### src/rtl/assert_macros.svh
// assertion macros used by the top level rtl file of the keypoint heat map renderer
// no dependencies; include guarded
`ifndef ASSERT_MACROS_SVH
`define ASSERT_MACROS_SVH

// same-cycle implication, checked on every rising edge out of reset
`define ASSERT_IMP(label, clk_s, rstn_s, ante, cons) \
	label: assert property (@(posedge clk_s) disable iff (!rstn_s) (ante) |-> (cons)) \
		else $error("same-cycle check failed");

// next-cycle implication, checked on every rising edge out of reset
`define ASSERT_NXT(label, clk_s, rstn_s, ante, cons) \
	label: assert property (@(posedge clk_s) disable iff (!rstn_s) (ante) |=> (cons)) \
		else $error("next-cycle check failed");

`endif

### src/rtl/kdhr_pkg.sv
// shared types, constants and tables of the keypoint heat map renderer
// no dependencies; used by kdhr_gauss and the top level
`timescale 1ns / 1ps
`default_nettype none

package kdhr_pkg;

	// default parameter values
	localparam int MAX_RADIUS_DEF = 3;
	localparam int COORD_BITS_DEF = 12;

	// field widths
	localparam int CRD_W   = 13;
	localparam int MAP_W   = 12;
	localparam int PIX_W   = 12;
	localparam int VAL_W   = 16;
	localparam int MEAN_W  = 7;
	localparam int SCALE_W = 16;
	localparam int CFG_IDX_W = 2;
	localparam int CFG_DAT_W = 16;

	// configuration register indexes
	localparam logic [CFG_IDX_W-1:0] CFG_BINARY_MODE = 2'd0;
	localparam logic [CFG_IDX_W-1:0] CFG_GAUSS_MEAN  = 2'd1;
	localparam logic [CFG_IDX_W-1:0] CFG_GAUSS_SCALE = 2'd2;
	localparam logic [SCALE_W-1:0]   GAUSS_SCALE_RST = 16'd14564;

	// fixed point constants
	localparam logic [VAL_W-1:0] Q15_ONE   = 16'd32768;
	localparam logic [30:0]      ONE_Q30   = 31'h4000_0000;
	localparam logic [15:0]      LOG2E_Q15 = 16'd47274;
	localparam logic [29:0]      LN2_Q30   = 30'd744261118;
	localparam logic [2:0]       HORNER_TERMS = 3'd6;

	// request from the scan sequencer to the weight unit
	typedef struct packed {
		logic              start;
		logic signed [2:0] dx;
		logic signed [2:0] dy;
	} gauss_req_t;

	// answer of the weight unit
	typedef struct packed {
		logic             done;
		logic [VAL_W-1:0] value;
	} gauss_rsp_t;

	// ceil(2^32 / k): exact quotient of a 30-bit value by k from the upper product word
	function automatic logic [31:0] kdhr_recip(input logic [2:0] k);
		logic [31:0] r;
		case (k)
			3'd2:    r = 32'h8000_0000;
			3'd3:    r = 32'd1431655766;
			3'd4:    r = 32'h4000_0000;
			3'd5:    r = 32'd858993460;
			3'd6:    r = 32'd715827883;
			default: r = 32'd0;
		endcase
		return r;
	endfunction

endpackage

`default_nettype wire

### src/rtl/kdhr_mul.sv
// shared 32 x 32 unsigned multiplier with a registered product
// no dependencies; instantiated by kdhr_gauss
`timescale 1ns / 1ps
`default_nettype none

module kdhr_mul (
	input  wire logic        clk,
	input  wire logic [31:0] op_a,
	input  wire logic [31:0] op_b,
	output logic      [63:0] prod_q
);

	// one product per cycle, result valid the cycle after the operands
	always_ff @(posedge clk) begin
		prod_q <= 64'(op_a) * 64'(op_b);
	end

endmodule

`default_nettype wire

### src/rtl/kdhr_gauss.sv
// gaussian weight unit: sequencer around one shared multiplier
// depends on kdhr_pkg and kdhr_mul
`timescale 1ns / 1ps
`default_nettype none

module kdhr_gauss
	import kdhr_pkg::*;
(
	input  wire logic                      clk,
	input  wire logic                      arst_n,
	input  wire logic signed [MEAN_W-1:0]  gauss_mean,
	input  wire logic        [SCALE_W-1:0] gauss_scale,
	input  wire gauss_req_t                req,
	output gauss_rsp_t                     rsp
);

	typedef enum logic [3:0] {
		G_IDLE, G_SQA, G_SQB, G_SUM, G_EXP, G_LOG, G_LN, G_U,
		G_HMUL, G_HDIV, G_HSUB, G_FIN, G_DONE
	} gstate_t;

	gstate_t          state_q;
	logic [6:0]       am_q;
	logic [6:0]       bm_q;
	logic [14:0]      s_q;
	logic [3:0]       n_q;
	logic [29:0]      u_q;
	logic [30:0]      p_q;
	logic [2:0]       k_q;
	logic [VAL_W-1:0] value_q;

	logic [31:0]       op_a;
	logic [31:0]       op_b;
	logic [63:0]       prod_q;
	logic signed [7:0] a_s;
	logic signed [7:0] b_s;
	logic [4:0]        sh_w;
	logic [31:0]       rnd_sum;

	// offsets in q4.4 relative to the mean
	assign a_s = $signed({req.dx[2], req.dx, 4'b0000}) - $signed({gauss_mean[6], gauss_mean});
	assign b_s = $signed({req.dy[2], req.dy, 4'b0000}) - $signed({gauss_mean[6], gauss_mean});

	// final rounding shift of exp(-frac) by the integer part of the exponent
	assign sh_w    = 5'd15 + 5'(n_q);
	assign rnd_sum = 32'(p_q) + (32'd1 << (sh_w - 5'd1));

	// operand select for the shared multiplier
	always_comb begin
		op_a = 32'd0;
		op_b = 32'd0;
		case (state_q)
			G_SQA: begin
				op_a = 32'(am_q);
				op_b = 32'(am_q);
			end
			G_SQB: begin
				op_a = 32'(bm_q);
				op_b = 32'(bm_q);
			end
			G_EXP: begin
				op_a = 32'(s_q);
				op_b = 32'(gauss_scale);
			end
			G_LOG: begin
				op_a = 32'(prod_q[30:8]);
				op_b = 32'(LOG2E_Q15);
			end
			G_LN: begin
				op_a = 32'(prod_q[30:15]);
				op_b = 32'(LN2_Q30);
			end
			G_HMUL: begin
				op_a = 32'(u_q);
				op_b = 32'(p_q);
			end
			G_HDIV: begin
				op_a = 32'(prod_q[59:30]);
				op_b = kdhr_recip(k_q);
			end
			default: begin
				op_a = 32'd0;
				op_b = 32'd0;
			end
		endcase
	end

	kdhr_mul u_mul (
		.clk    (clk),
		.op_a   (op_a),
		.op_b   (op_b),
		.prod_q (prod_q)
	);

	// sequencer: squares, exponent, log2 split, horner series, rounding
	always_ff @(posedge clk or negedge arst_n) begin
		if (!arst_n) begin
			state_q <= G_IDLE;
			am_q    <= '0;
			bm_q    <= '0;
			s_q     <= '0;
			n_q     <= '0;
			u_q     <= '0;
			p_q     <= '0;
			k_q     <= '0;
			value_q <= '0;
		end else begin
			unique case (state_q)
				G_IDLE: begin
					if (req.start) begin
						am_q    <= a_s[7] ? 7'(-a_s) : 7'(a_s);
						bm_q    <= b_s[7] ? 7'(-b_s) : 7'(b_s);
						state_q <= G_SQA;
					end
				end
				G_SQA: state_q <= G_SQB;
				G_SQB: begin
					s_q     <= prod_q[14:0];
					state_q <= G_SUM;
				end
				G_SUM: begin
					s_q     <= s_q + prod_q[14:0];
					state_q <= G_EXP;
				end
				G_EXP: state_q <= G_LOG;
				G_LOG: state_q <= G_LN;
				G_LN: begin
					// integer part of 16 or more underflows to zero
					if (prod_q[38:35] != 4'd0) begin
						value_q <= '0;
						state_q <= G_DONE;
					end else begin
						n_q     <= prod_q[34:31];
						state_q <= G_U;
					end
				end
				G_U: begin
					u_q     <= prod_q[45:16];
					p_q     <= ONE_Q30;
					k_q     <= HORNER_TERMS;
					state_q <= G_HMUL;
				end
				G_HMUL: state_q <= G_HDIV;
				G_HDIV: begin
					if (k_q == 3'd1) begin
						p_q     <= ONE_Q30 - {1'b0, prod_q[59:30]};
						state_q <= G_FIN;
					end else begin
						state_q <= G_HSUB;
					end
				end
				G_HSUB: begin
					p_q     <= ONE_Q30 - {1'b0, prod_q[61:32]};
					k_q     <= k_q - 3'd1;
					state_q <= G_HMUL;
				end
				G_FIN: begin
					value_q <= 16'(rnd_sum >> sh_w);
					state_q <= G_DONE;
				end
				G_DONE: state_q <= G_IDLE;
				default: state_q <= G_IDLE;
			endcase
		end
	end

	always_comb begin
		rsp.done  = (state_q == G_DONE);
		rsp.value = value_q;
	end

endmodule

`default_nettype wire

### src/rtl/keypoint_disc_heatmap_render_core.sv
// Keypoint disc heat map renderer, top level.
// Slave stream s_* takes one keypoint per transaction; master stream m_* gives
// pixel writes, the final one with tlast set. Plain write port cfg_* sets
// binary_mode (index 0), gauss_mean (1) and gauss_scale (2); the user must
// write them only while idle, the block itself does not enforce it. A
// keypoint whose centre is off the map gives one mask-only transaction
// (tuser all zero, tlast set). Otherwise the disc offsets are scanned with dx
// outer and dy inner; each offset is tested in the scan state, an in-map
// pixel then goes to the store state, a gaussian pixel first through the
// weight unit, which runs every multiply through one shared 32 x 32
// multiplier. A full radius-3 disc has 49 offsets and 29 pixels. s_tready is
// high only while no keypoint is in work. Each pixel is held one step so that
// the last one can be flagged; a stalled receiver holds the output register
// and the scan waits for it, while a finished result may sit in the output
// register as the next keypoint is taken. Reset restores the register
// defaults and empties the block; there is no memory and no clearing pass.
`timescale 1ns / 1ps
`default_nettype none
`include "assert_macros.svh"

module keypoint_disc_heatmap_render_core
	import kdhr_pkg::*;
#(
	parameter int MAX_RADIUS = MAX_RADIUS_DEF,
	parameter int COORD_BITS = COORD_BITS_DEF
) (
	input  wire logic                 clk,
	input  wire logic                 arst_n,
	// slave stream
	input  wire logic                 s_tvalid,
	output logic                      s_tready,
	// centre_x[12:0], centre_y[25:13], map_width[38:26], map_height[51:39],
	// disc_radius[53:52], map_id[65:54], zero fill[71:66]
	input  wire logic [71:0]          s_tdata,
	// master stream
	output logic                      m_tvalid,
	input  wire logic                 m_tready,
	// out_map[11:0], pixel_x[23:12], pixel_y[35:24], pixel_value[51:36], zero fill[55:52]
	output logic [55:0]               m_tdata,
	// write_valid[0], mask_valid[1]
	output logic [1:0]                m_tuser,
	output logic                      m_tlast,
	// configuration write port
	input  wire logic                 cfg_we,
	input  wire logic [CFG_IDX_W-1:0] cfg_addr,
	input  wire logic [CFG_DAT_W-1:0] cfg_wdata
);

	localparam int unsigned LIM = 1 << COORD_BITS;

	typedef enum logic [2:0] {S_IDLE, S_SCAN, S_CALC, S_STORE, S_FLUSH} state_t;

	// configuration registers
	logic                      binary_mode_q;
	logic signed [MEAN_W-1:0]  gauss_mean_q;
	logic        [SCALE_W-1:0] gauss_scale_q;

	// keypoint context
	state_t                   state_q;
	logic signed [CRD_W-1:0]  cx_q;
	logic signed [CRD_W-1:0]  cy_q;
	logic        [CRD_W-1:0]  w_q;
	logic        [CRD_W-1:0]  h_q;
	logic        [1:0]        r_q;
	logic        [MAP_W-1:0]  map_q;
	logic                     outside_q;
	logic signed [2:0]        dx_q;
	logic signed [2:0]        dy_q;
	logic        [VAL_W-1:0]  new_val_q;

	// held pixel and output register
	logic                     pend_vld_q;
	logic [PIX_W-1:0]         pend_x_q;
	logic [PIX_W-1:0]         pend_y_q;
	logic [VAL_W-1:0]         pend_val_q;
	logic                     m_valid_q;
	logic [MAP_W-1:0]         o_map_q;
	logic [PIX_W-1:0]         o_x_q;
	logic [PIX_W-1:0]         o_y_q;
	logic [VAL_W-1:0]         o_val_q;
	logic                     o_wv_q;
	logic                     o_mv_q;
	logic                     o_last_q;

	// input decode
	logic signed [CRD_W-1:0] in_cx;
	logic signed [CRD_W-1:0] in_cy;
	logic        [CRD_W-1:0] in_w;
	logic        [CRD_W-1:0] in_h;
	logic        [1:0]       in_r;
	logic        [CRD_W-1:0] in_w_sat;
	logic        [CRD_W-1:0] in_h_sat;
	logic        [1:0]       in_r_sat;
	logic signed [2:0]       in_r3;
	logic                    in_outside;

	// scan datapath
	logic signed [2:0]        r3;
	logic signed [CRD_W:0]    hx;
	logic signed [CRD_W:0]    hy;
	logic [1:0]               dx_mag;
	logic [1:0]               dy_mag;
	logic [4:0]               d2;
	logic [3:0]               r2;
	logic                     pix_ok;
	logic                     adv_last;
	logic signed [2:0]        dx_nxt;
	logic signed [2:0]        dy_nxt;
	logic                     out_free;
	logic                     o_load;
	gauss_req_t               g_req;
	gauss_rsp_t               g_rsp;

	// configuration writes
	always_ff @(posedge clk or negedge arst_n) begin
		if (!arst_n) begin
			binary_mode_q <= 1'b0;
			gauss_mean_q  <= '0;
			gauss_scale_q <= GAUSS_SCALE_RST;
		end else if (cfg_we) begin
			unique case (cfg_addr)
				CFG_BINARY_MODE: binary_mode_q <= cfg_wdata[0];
				CFG_GAUSS_MEAN:  gauss_mean_q  <= cfg_wdata[MEAN_W-1:0];
				CFG_GAUSS_SCALE: gauss_scale_q <= cfg_wdata[SCALE_W-1:0];
				default: ;
			endcase
		end
	end

	// input fields with size and radius saturation
	always_comb begin
		in_cx = s_tdata[12:0];
		in_cy = s_tdata[25:13];
		in_w  = s_tdata[38:26];
		in_h  = s_tdata[51:39];
		in_r  = s_tdata[53:52];
		in_w_sat = ({4'b0000, in_w} > 17'(LIM)) ? CRD_W'(LIM) : in_w;
		in_h_sat = ({4'b0000, in_h} > 17'(LIM)) ? CRD_W'(LIM) : in_h;
		in_r_sat = (in_r > 2'(MAX_RADIUS)) ? 2'(MAX_RADIUS) : in_r;
		in_r3    = $signed({1'b0, in_r_sat});
		in_outside = in_cx[CRD_W-1] || in_cy[CRD_W-1] ||
			({1'b0, in_cx[CRD_W-2:0]} >= in_w_sat) ||
			({1'b0, in_cy[CRD_W-2:0]} >= in_h_sat);
	end

	// current offset: map bounds and disc test
	always_comb begin
		r3     = $signed({1'b0, r_q});
		hx     = $signed({cx_q[CRD_W-1], cx_q}) + (CRD_W+1)'(dx_q);
		hy     = $signed({cy_q[CRD_W-1], cy_q}) + (CRD_W+1)'(dy_q);
		dx_mag = dx_q[2] ? 2'(-dx_q) : dx_q[1:0];
		dy_mag = dy_q[2] ? 2'(-dy_q) : dy_q[1:0];
		d2     = 5'({2'b00, dx_mag} * {2'b00, dx_mag}) + 5'({2'b00, dy_mag} * {2'b00, dy_mag});
		r2     = {2'b00, r_q} * {2'b00, r_q};
		pix_ok = !hx[CRD_W] && (hx[CRD_W-1:0] < w_q) &&
			!hy[CRD_W] && (hy[CRD_W-1:0] < h_q) && (d2 <= 5'(r2));
		adv_last = (dx_q == r3) && (dy_q == r3);
		dy_nxt   = (dy_q == r3) ? -r3 : dy_q + 3'sd1;
		dx_nxt   = (dy_q == r3) ? dx_q + 3'sd1 : dx_q;
		out_free = !m_valid_q || m_tready;
		o_load   = ((state_q == S_STORE) && pend_vld_q && out_free) ||
			((state_q == S_FLUSH) && out_free);
	end

	// weight unit request
	always_comb begin
		g_req.start = (state_q == S_SCAN) && pix_ok && !binary_mode_q;
		g_req.dx    = dx_q;
		g_req.dy    = dy_q;
	end

	kdhr_gauss u_gauss (
		.clk         (clk),
		.arst_n      (arst_n),
		.gauss_mean  (gauss_mean_q),
		.gauss_scale (gauss_scale_q),
		.req         (g_req),
		.rsp         (g_rsp)
	);

	// scan sequencer, held pixel and output register
	always_ff @(posedge clk or negedge arst_n) begin
		if (!arst_n) begin
			state_q    <= S_IDLE;
			cx_q       <= '0;
			cy_q       <= '0;
			w_q        <= '0;
			h_q        <= '0;
			r_q        <= '0;
			map_q      <= '0;
			outside_q  <= 1'b0;
			dx_q       <= '0;
			dy_q       <= '0;
			new_val_q  <= '0;
			pend_vld_q <= 1'b0;
			pend_x_q   <= '0;
			pend_y_q   <= '0;
			pend_val_q <= '0;
			m_valid_q  <= 1'b0;
			o_map_q    <= '0;
			o_x_q      <= '0;
			o_y_q      <= '0;
			o_val_q    <= '0;
			o_wv_q     <= 1'b0;
			o_mv_q     <= 1'b0;
			o_last_q   <= 1'b0;
		end else begin
			// output valid: set on a load, cleared once taken
			if (o_load) begin
				m_valid_q <= 1'b1;
			end else if (m_tready) begin
				m_valid_q <= 1'b0;
			end
			unique case (state_q)
				S_IDLE: begin
					if (s_tvalid) begin
						cx_q      <= in_cx;
						cy_q      <= in_cy;
						w_q       <= in_w_sat;
						h_q       <= in_h_sat;
						r_q       <= in_r_sat;
						map_q     <= s_tdata[65:54];
						outside_q <= in_outside;
						dx_q      <= -in_r3;
						dy_q      <= -in_r3;
						state_q   <= in_outside ? S_FLUSH : S_SCAN;
					end
				end
				S_SCAN: begin
					if (pix_ok) begin
						if (binary_mode_q) begin
							new_val_q <= Q15_ONE;
							state_q   <= S_STORE;
						end else begin
							state_q <= S_CALC;
						end
					end else if (adv_last) begin
						state_q <= S_FLUSH;
					end else begin
						dx_q <= dx_nxt;
						dy_q <= dy_nxt;
					end
				end
				S_CALC: begin
					if (g_rsp.done) begin
						new_val_q <= g_rsp.value;
						state_q   <= S_STORE;
					end
				end
				S_STORE: begin
					// release the previous pixel, it is not the last one
					if (!pend_vld_q || out_free) begin
						if (pend_vld_q) begin
							o_map_q   <= map_q;
							o_x_q     <= pend_x_q;
							o_y_q     <= pend_y_q;
							o_val_q   <= pend_val_q;
							o_wv_q    <= 1'b1;
							o_mv_q    <= 1'b1;
							o_last_q  <= 1'b0;
						end
						pend_vld_q <= 1'b1;
						pend_x_q   <= hx[PIX_W-1:0];
						pend_y_q   <= hy[PIX_W-1:0];
						pend_val_q <= new_val_q;
						if (adv_last) begin
							state_q <= S_FLUSH;
						end else begin
							dx_q    <= dx_nxt;
							dy_q    <= dy_nxt;
							state_q <= S_SCAN;
						end
					end
				end
				S_FLUSH: begin
					// final transaction of the keypoint
					if (out_free) begin
						o_map_q   <= map_q;
						o_last_q  <= 1'b1;
						if (outside_q) begin
							o_x_q   <= '0;
							o_y_q   <= '0;
							o_val_q <= '0;
							o_wv_q  <= 1'b0;
							o_mv_q  <= 1'b0;
						end else begin
							o_x_q   <= pend_x_q;
							o_y_q   <= pend_y_q;
							o_val_q <= pend_val_q;
							o_wv_q  <= 1'b1;
							o_mv_q  <= 1'b1;
						end
						pend_vld_q <= 1'b0;
						state_q    <= S_IDLE;
					end
				end
				default: state_q <= S_IDLE;
			endcase
		end
	end

	// port drive
	assign s_tready = (state_q == S_IDLE);
	assign m_tvalid = m_valid_q;
	assign m_tdata  = {4'b0000, o_val_q, o_y_q, o_x_q, o_map_q};
	assign m_tuser  = {o_mv_q, o_wv_q};
	assign m_tlast  = o_last_q;

	// checks
	`ASSERT_IMP(a_idle_empty, clk, arst_n, s_tready, !pend_vld_q)
	`ASSERT_IMP(a_store_on_pixel, clk, arst_n, state_q == S_STORE, pix_ok)
	`ASSERT_IMP(a_mask_only_last, clk, arst_n, m_tvalid && !m_tuser[0], m_tlast)
	`ASSERT_NXT(a_busy_after_take, clk, arst_n, s_tvalid && s_tready, !s_tready)

endmodule

`default_nettype wire

### config.mk
export PLATFORM = sky130hd
export DESIGN_NAME = keypoint_disc_heatmap_render_core
export DESIGN_NICKNAME = d
export VERILOG_FILES = /design/src/rtl/kdhr_pkg.sv /design/src/rtl/kdhr_mul.sv /design/src/rtl/kdhr_gauss.sv /design/src/rtl/keypoint_disc_heatmap_render_core.sv
export VERILOG_INCLUDE_DIRS = /design/src /design/src/rtl
export SDC_FILE = /design/constraint.sdc
export NUM_CORES = 2
export LEC_CHECK = 0
export BUFFER_PORTS_ARGS = -buffer_cell sky130_fd_sc_hd__buf_2
export CELL_PAD_IN_SITES_DETAIL_PLACEMENT = 1
export CELL_PAD_IN_SITES_GLOBAL_PLACEMENT = 2
export CORE_MARGIN = 10
export CORE_UTILIZATION = 40
export CTS_CLUSTER_DIAMETER = 150
export DETAILED_ROUTE_END_ITERATION = 16
export PLACE_DENSITY_LB_ADDON = 0.1
export SLEW_MARGIN = 20
export SYNTH_ARGS = -nofsm -noshare
export SYNTH_HDL_FRONTEND = slang
export SYNTH_SLANG_ARGS = --single-unit
### constraint.sdc
create_clock -name clk -period 22.6 [get_ports clk]
set_input_delay 3.39 -clock clk [delete_from_list [all_inputs] [get_ports clk]]
set_output_delay 3.39 -clock clk [all_outputs]
set_load 0.05 [all_outputs]
==> metrics.md <==
| Metric | Value |
|---|---|
| Multi-input gate area | 38600 µm² |
| Die width | 383 µm |
| Initial drt markers | 2565 |
| Die ar. | 146000 µm² |
| Cell area after synthesis | 52600 µm² |
| Root buf cell | clkbuf_16 |
| Net Sw Power | 2240 µW |
| Hold Crit Class | reg2reg |
| Setup violators final | 0 |
| Sequential group share of total power | 25.0% |
| Clk_skew | approximately 67 ps |
| Most frequent CP cell | fa_1 |
| Synth cell count leaders | 1023 x nand2_1, 960 x inv_1, 841 x fa_1 |
| CTS tree | done |
| Placeable Area | 131000 µm² |
| Met2 GRT Util | 42.4% |
| LEAKAGE | ~0.028 µW |
| Final hold vios | 0 |
| Relative slew slack | roughly 18% |
| Synthesis-stage register bit count | between 300 and 400 |
| # nets final | 7252 |
| Clock period minus worst slack | 11420 ps |
| Post-synth top area cell | fa_1 |
| Finished Core Util | 43.5% |
| Clock Sinks | 390 |
| Reg clk slew, reported paths | 70 ps |
| FP Rows | ~130 |
| Ranking of synthesized cells by area | fa_1 32%, dfrtp_1 15%, ha_1 9.4% |
| DR vias/cell | between 5 and 6 |
| Worst EP required | 23030 ps |
| Routed WL per cell | approximately 25 µm |
| Avg Cell Area, Syn | 8.92 µm² |
| Wirelength, routed | 193000 µm |
| # Post-CTS Setup Buffers | 0 |
| Routability cong. | 0.919 |
| Slew of the pin with the lowest slew margin | around 1200 ps |
| Hold-fix buffers, CTS | 0 |
| CP max-delay cell | nor2b_1 |
| Synth warnings | 0 |
| Layout cell share with drive strength beyond 1 | 9.20% |
| CTS buffer count | 45 |
| H-tree Lvls | 2 |
| Setup CP Type | reg2reg |
| R2R Path Start | u_gauss.state_q[0] |
| DP Cell Count | 7630 |
| Outcome | complete, no violations |
| Maximum VDD drop | 0.0682 mV |
| Reg area | 9460 µm² |
| Crit path arrival time | 11850 ps |
| Register area share after synthesis | between 15 and 20% |
| Pwr Total | 4370 µW |
| Worst-skew pair later-pin latency | 620 ps |
| CP Capture Type | register |
| Overall global routing resource usage | 26.2% |
| Period utilization | 50.6% |
| Total gr overflow | 0 |
| Layout Cells excl Fill | 7713 |
| PD cells | between 70 and 80 nW/µm² |
| Buffers on Ports | about 150 |
| Number of synthesized flops with an enable pin | 0 |
| Routed vias | 42300 |
| Worst Setup SP | u_gauss.state_q[0] |
| Hold_ws | 470 ps |
| First-pass GRT wire length | around 290000 µm |
| Main synth FF type | dfrtp_1 |
| R2r setup slk | ~11000 ps |
| Dpl hpwl | 147000 µm |
| Drt drc | 0 |
| Initial core utilization | 40.1% |
| Ys async rst share | 84.1% |
| Final Max Tran Viols | 0 |
| Max Clk Rate | 87.5 MHz |
| Setup tns final | 0 ps |
| Pint | 2130 µW |
| Final ANT Viol Nets | 0 |
| Critical path fanouts, max | 32 |
| Worst Setup EP | u_gauss.u_mul.prod_q[42] |
| Largest net degree at the start of global routing | ~150 |
| Gate power share | between 50 and 60% |
| RSZ-0062 raised after global routing | false |
| Fill cells | about 15000 |
| Number of global-route vias before repair | 45500 |
| Clock network power share | 17.0% |
| Most used routing layer | met2 |
| Critical Path Max Stage Delay | 750 ps |
| Sw Share | 51.2% |
| GRT met3 Usage | slightly below 4% |
| Most common cell in the synthesized netlist | nand2_1 |
| Yosys top cell area share | between 30% and 40% |
| Synthesis-to-finish area growth | 8.36% |
| Worst setup SP type | register |
| Maximum buffer depth of the clock tree | 3 |
| I/O pins | 156 |
| Antenna violations before repair | 5 |
| Max-cap violations | 0 |
| Post_cts resized | 0 |
| Post-synthesis cell count | 5900 |
| Worst R2R End | u_gauss.u_mul.prod_q[42] |
| Die height | 383 µm |
| R2R depth | 31 |
| Grt met1 use | 36.8% |
| Yosys cell types | 99 |
| TritonRoute pass-1 iters | 5 |
area by class of cell:
class,instances,share of cell area (%)
Multi-Input combinational cell,4260,67.7
Sequential cell,390,16.6
Inverter,963,6.34
Tap cell,1755,3.85
Timing Repair Buffer,262,2.85
Clock buffer,69,2.44
Clock inverter,13,0.182
Antenna cell,1,0.00439
sequential cells by signal, summed over array words and instances (netlist names), 7 cells and up:
signal	cells
u_gauss.s_q	15
o_map_q	12
gauss_scale_q	16
u_gauss.value_q	16
pend_x_q	12
u_gauss.p_q	31
pend_y_q	12
w_q	13
o_val_q	16
map_q	12
gauss_mean_q	7
o_x_q	12
cx_q	13
pend_val_q	16
new_val_q	16
cy_q	13
u_gauss.u_mul.prod_q	62
o_y_q	12
u_gauss.u_q	30
h_q	13
u_gauss.am_q	7
routing by layer:
metal	routed length, µm	vias up
met5	0	-
met4	5340	0
met3	11000	248
met2	89000	1059
met1	87400	22300
li1	-	18700
worst max-delay path: cells and delay by family, from the launching register on:
kind                       cells  cell delay [ps]
and+or+nand+nor                7             2830
DFF                            1              320
muxes                          1              160
AOI/OAI and AO/OA              8             2690
adders and majority gates      9             4290
buffers and inverters          6              930
worst min path at each step:
stage | startpoint | cells after the start | slack, ps | endpoint
floorplan | map_q[0] | 2 | 440 | map_q[0]
global placement | map_q[5] | 2 | 450 | map_q[5]
detailed placement | map_q[6] | 2 | 460 | map_q[6]
CTS | map_q[6] | 2 | 480 | map_q[6]
global route | map_q[5] | 2 | 500 | map_q[5]
finish | map_q[6] | 2 | 470 | map_q[6]
cells by family (layout without fill, tap and decap cells):
group	Yosys count	in the layout	synth area share, %
DFF	390	390	18.0
adders and majority gates	1235	1235	41.4
xor gates and xnor gates	142	142	2.36
other	1	12	0.00713
buffers and inverters	1260	1307	9.13
and+or+nand+nor	1939	1939	15.7
muxes	195	195	4.04
AOI/OAI and AO/OA	738	738	9.43
power by group through the flow:
stage               clock network (µW)  logic, µW  registers [µW]
floorplan                            0       1530            1130
global placement                     0       2480            1100
detailed placement                   0       2520            1100
CTS                                765       2540            1090
global route                       796       2780            1120
finish                             745       2540            1090
layout by cell type (no fill, tap or decap), types with 65 or more instances in the layout:
master	netlist	layout
xnor2_1	94	94
buf_4	7	116
nor3_1	68	65
ha_1	394	394
nand2_1	1023	1014
nor2_1	522	518
fa_1	841	841
buf_2	24	144
inv_1	960	960
a21oi_1	170	167
o21ai_0	162	162
mux2_2	131	131
dfrtp_1	321	321
stage by stage:
stage / instance area, µm² / setup slack (ps)
floorplan: 52700 / 13700
global placement: 55500 / 11430
detailed placement: 55500 / 11370
CTS: 57000 / 11240
global route: 57000 / 10480
finish: 57000 / 11180
(Power assumes the default switching activity.)
